$ cat config.mk
export PLATFORM = sky130hd
export DESIGN_NAME = pdl_ram
export DESIGN_NICKNAME = d
export VERILOG_FILES = /design/src/design/pdl_ram.sv
export SDC_FILE = /design/constraint.sdc
export NUM_CORES = 2
export LEC_CHECK = 0
export ABC_CLOCK_PERIOD_IN_PS = 3650
export BUFFER_PORTS_ARGS = -buffer_cell sky130_fd_sc_hd__buf_2
export CORE_ASPECT_RATIO = 1.5
export CORE_UTILIZATION = 40
export CTS_CLUSTER_DIAMETER = 40
export DETAILED_ROUTE_END_ITERATION = 6
export HOLD_SLACK_MARGIN = 0.15
export REMOVE_ABC_BUFFERS = 1
export SLEW_MARGIN = 5
export SYNTH_ARGS = -nofsm -noshare
export SYNTH_HDL_FRONTEND = slang
export SYNTH_SLANG_ARGS = --single-unit
$ cat constraint.sdc
create_clock -name clk -period 3.65 [get_ports clk]
set_input_delay 0.365 -clock clk [delete_from_list [all_inputs] [get_ports clk]]
set_output_delay 0.365 -clock clk [all_outputs]
set_load 0.02 [all_outputs]
$ cat src/design/pdl_ram.sv
// Generic single-port synchronous RAM with registered read.
// No dependencies.
module pdl_ram #(
  parameter int WIDTH = 8,
  parameter int DEPTH = 256
) (
  input  logic                     clk,
  input  logic                     we,
  input  logic [$clog2(DEPTH)-1:0] addr,
  input  logic [WIDTH-1:0]         wdata,
  output logic [WIDTH-1:0]         rdata
);

  logic [WIDTH-1:0] mem [DEPTH];

  always_ff @(posedge clk) begin
    if (we) begin
      mem[addr] <= wdata;
    end
    rdata <= mem[addr];
  end

endmodule
== Yosys cells after proc, flatten, opt, wreduce, memory -nomap -nowiden ==
Memories as Yosys holds them, arrays and structs flattened. A register that Yosys moved wholly into a read port is not among the register bits.
Index checks and enable logic that the tools add are counted.

* Flip-flop bits (word level): 0
* Memory bits (writable): 2048
* Bits of input ports: 18
* Memories: 1

* Muxes and demuxes: 2

{| class="wikitable"
|+ Memory list
! memory !! depth !! bits a word !! read ports !! clocked after memory_dff !! wr ports !! RTL line !! text
|-
| mem || 256 || 8 || 1 || 1 || 1 || 14 || <nowiki>logic [WIDTH-1:0] mem [DEPTH];</nowiki>
|}

{| class="wikitable"
|+ Operators with widths
! operator !! number
|-
| two-way mux 1 bit || 2
|}

== Longest topological paths before layout ==
* Word-level depth: 2
* Mapped depth: 10
* Mapped depth without buffers: 5

== Worst setup path after synthesis ==
Ideal clock, no wire load.

* Kind: input-to-reg
* Start: in addr[1]
* End: mem mem[111][0] (enable)
* Data arrival time: 2.214 ns
* Data required time: 3.280 ns
* Slack: 1.066 ns
* Cell stages on the path: 9
* Path buffers: 5
* Path through: buf_2 -> clkbuf_1 -> clkbuf_1 -> nand2_1 -> buf_2 -> nor2_1 -> nand2_1 -> clkbuf_1 -> nor2_1

{| class="wikitable"
|+ RTL lines
! what !! RTL line !! text
|-
| start: declaration || 9 || <nowiki>input logic [$clog2(DEPTH)-1:0] addr,</nowiki>
|-
| end: declaration || 14 ||
|}

Straight into the memory's write port.

==> run_results.csv <==
group,metric,value,unit
final_layout,nNetsFinal,3947,
floorplan,die_x,364,um
pwr,power,48.1,mW
routing,post-route-drc-count,0,
critical_path,endpoint_kind,"register",
final_layout,final_cell_count_no_fill,6672,
floorplan,die-area,198000,um2
synth,ys_ff_latch,2056,
clocking,clock_tree.root_cell,"clkbuf_16",
floorplan,fp-row-count,198,
timing,maxSlewViolCount,0,
critical_path,rr_worst_depth,5,
timing,setup_violations,0,
clocking,postCtsSetupBuffers,0,
floorplan,initial_utilization,0.404,
routing,drtIter0Drc,3653,
clocking,clkSinkCount,2056,
final_layout,drive_gt1_frac,0.297,
routing,via_per_inst,5.65,
global_route,grt_overflow_total,0,
timing,slew_headroom,0.111,
synth,synth_top_family_by_area,"multiplexers",
synth,synthDistinctLibCells,22,
routing,via_count,37691,
timing,min_period_over_period,0.868,
routing,wl_per_cell,29.5,um
placed_design,hpwl,124,mm
timing,rsz0062_at_grt,"no",
global_route,grt_max_degree,127,
critical_path,rrSetupSlack,0.66,ns
synth,syn_area_per_cell,22.1,um2
critical_path,crit_type,"input pin to register",
placed_design,portBuffers,25,
final_layout,seqCellArea,61700,um2
critical_path,reg2reg_from,"mem[159][0]$_DFFE_PP_",
critical_path,crit_path_end,"rdata[0]$_DFF_P_",
critical_path,critPathLaunchType,"input pin",
routing,wl,197,mm
pwr,ir_drop,0.334,mV
status,outcome,"finished, final reports clean",
global_route,grt_use_total,0.199,
clocking,clock_latency,0.82,ns
timing,finalCriticalPeriod,3.17,ns
synth,synth.top_cell.area_share,0.783,
flow_run,cap_violations,0,
critical_path,crit_required,4.29,ns
routing,firstDrtPassIters,7,
critical_path,reg2reg_to,"rdata[0]$_DFF_P_",
critical_path,cp_slowest_stage_delay,1.09,ns
synth,synthTopCellsByArea,"edfxtp_1 (78%), mux4_2 (15%), a22oi_1 (2.4%), nor2_1 (1.1%), a21oi_1 (0.82%)",
clocking,cts_buffer_depth,4,
final_layout,syn_to_final_growth,15.4,%
final_layout,fillers,15972,
placed_design,place_inst,6329,
timing,max_freq,316,MHz
timing,worst_clock_skew,0.0511,ns
synth,synth-warning-count,0,
clocking,numCtsBuffers,189,
critical_path,path_cells,"buf_8 > buf_12 > mux4_2 > a22oi_1 > a21oi_1 > o41ai_1 > nand4_1",
clocking,cts.repair.resized,0,
synth,yosysSeqAreaShare,0.786,
timing,finalHoldViolCount,0,
clocking,htree_levels,4,
synth,synth-adder-area-share,0,
global_route,antenna_found_initial,6,
clocking,cts_tree,"built",
synth,syn-instance-count,3547,
synth,synth_area,78500,um2
critical_path,critPathSlowestCell,"o41ai_1",
global_route,grt_pass1_vias,39554,
placed_design,gp_congestion,0.811,
floorplan,core_area,194000,um2
critical_path,startpoint,"addr[0]",
pwr,p_per_area,531,nW/um2
floorplan,die_height,545,um
critical_path,arrival,3.81,ns
clocking,ctsHoldBuffers,9,
synth,synth_compound_area_frac,0.0362,
critical_path,crit_fanout,44,
timing,tns,0,ns
clocking,clk_pin_slew,0.07,ns
global_route,grt_first_pass_wirelength,284,mm
timing,whs,0.257,ns
final_layout,multiInputGateArea,15800,um2
synth,synth.area.mux_share,0.147,
routing,drtAntennaViolNets,0,
synth,synth-simple-area-share,0.0173,
hold_path,hold_path.class,"input pin to register",
pwr,p_leak,27.9,nW
synth,synth_xor_area_frac,0,
timing,worstMarginPinSlew,1.32,ns
synth,yosys.area.top_type,"edfxtp_1",
final_layout,post-route-util,0.466,
floorplan,ioPinCount,26,
synthesized netlist by cell type:
cell type,count
buf_2,36
o41ai_1,32
buf_6,16
buf_1,19
nor2b_1,7
buf_4,16
a21oi_1,128
nand2b_1,6
dfxtp_1,8
nor3_1,30
nor2_1,232
mux4_2,512
or3_1,1
nand2_1,28
or2_2,2
edfxtp_1,2048
a22oi_1,256
clkbuf_1,145
and2_1,3
nand3_1,13
inv_1,1
nand4_1,8
critical path: cells and delay by family:
family / cells / cell delay, ns
AOI/OAI and AO/OA: 3 / 1.85
buffers and inverters: 2 / 0.66
muxes: 1 / 0.57
and+or+nand+nor: 1 / 0.15
cell families after synthesis:
family / after synthesis
AO/OA/AOI/OAI: 416
buffers and inverters: 233
multiplexers: 512
flip-flops: 2056
AND/OR/NAND/NOR: 330
flip-flops by register name (all words and copies together) (netlist names):
| name | flops |
|---|---|
| rdata | 8 |
| mem | 2048 |
worst min path at each step:
stage                        start               endpoint  slack [ns]  cells past startpoint
final                      addr[7]       rdata[3]$_DFF_P_        0.26                      6
after global routing       addr[7]       rdata[3]$_DFF_P_        0.27                      6
after CTS                  addr[7]       rdata[5]$_DFF_P_        0.20                      6
after detailed placement  wdata[0]  mem[237][0]$_DFFE_PP_        0.86                      1
after global placement    wdata[0]  mem[204][0]$_DFFE_PP_        0.85                      1
after floorplan           wdata[0]    mem[0][0]$_DFFE_PP_        0.46                      0
placed cells by master (no fill, tap or decap), types with 4 or more instances in the layout:
cell type	netlist	layout
clkinvlp_4	0	8
nor2b_1	7	5
clkinv_4	0	7
a22oi_1	256	256
mux4_2	512	512
nand2_1	28	28
nor3_1	30	30
buf_4	16	345
nand4_1	8	8
dfxtp_1	8	8
edfxtp_1	2048	2048
clkbuf_16	0	192
dlygate4sd3_1	0	9
clkinv_2	0	29
clkbuf_1	145	37
bufinv_16	0	20
nand3_1	13	11
nand2b_1	6	4
a21oi_1	128	128
nor2_1	232	231
buf_2	36	15
buf_12	0	44
clkinv_1	0	25
buf_8	0	10
clkinv_8	0	5
inv_6	0	8
o41ai_1	32	31
metrics by stage:
stage               cell area [um2]  worst slack (ns)
floorplan                     77400             -3.57
global placement              84400            -0.434
detailed placement            84400            -0.369
CTS                           90600             0.514
global route                  90600             0.622
finish                        90600             0.483
routing by layer:
layer,track usage,routed length [um],vias up
li1,-,-,15797
met1,0.242,73400,20334
met2,0.359,105000,1232
met3,0.0249,10200,320
met4,0.0804,8400,8
met5,0,39,-
report_power, final:
part           leakage [nW]  switching, mW  internal, mW
Sequential             18.5         0.0433          26.0
Combinational          6.49           1.47         0.848
Clock                  2.96           8.56          11.1
Total                  27.9           10.1          38.0
cell type report:
type	count	share of cell area
diodes	1	0.0000276
inverters	1	0.0000414
multi-input cells	1258	0.174
clock inverters	104	0.0125
clock buffers	229	0.0546
flip-flops and latches	2056	0.681
repair buffers	423	0.0418
well taps	2600	0.0359
(Power assumes the default switching activity.)
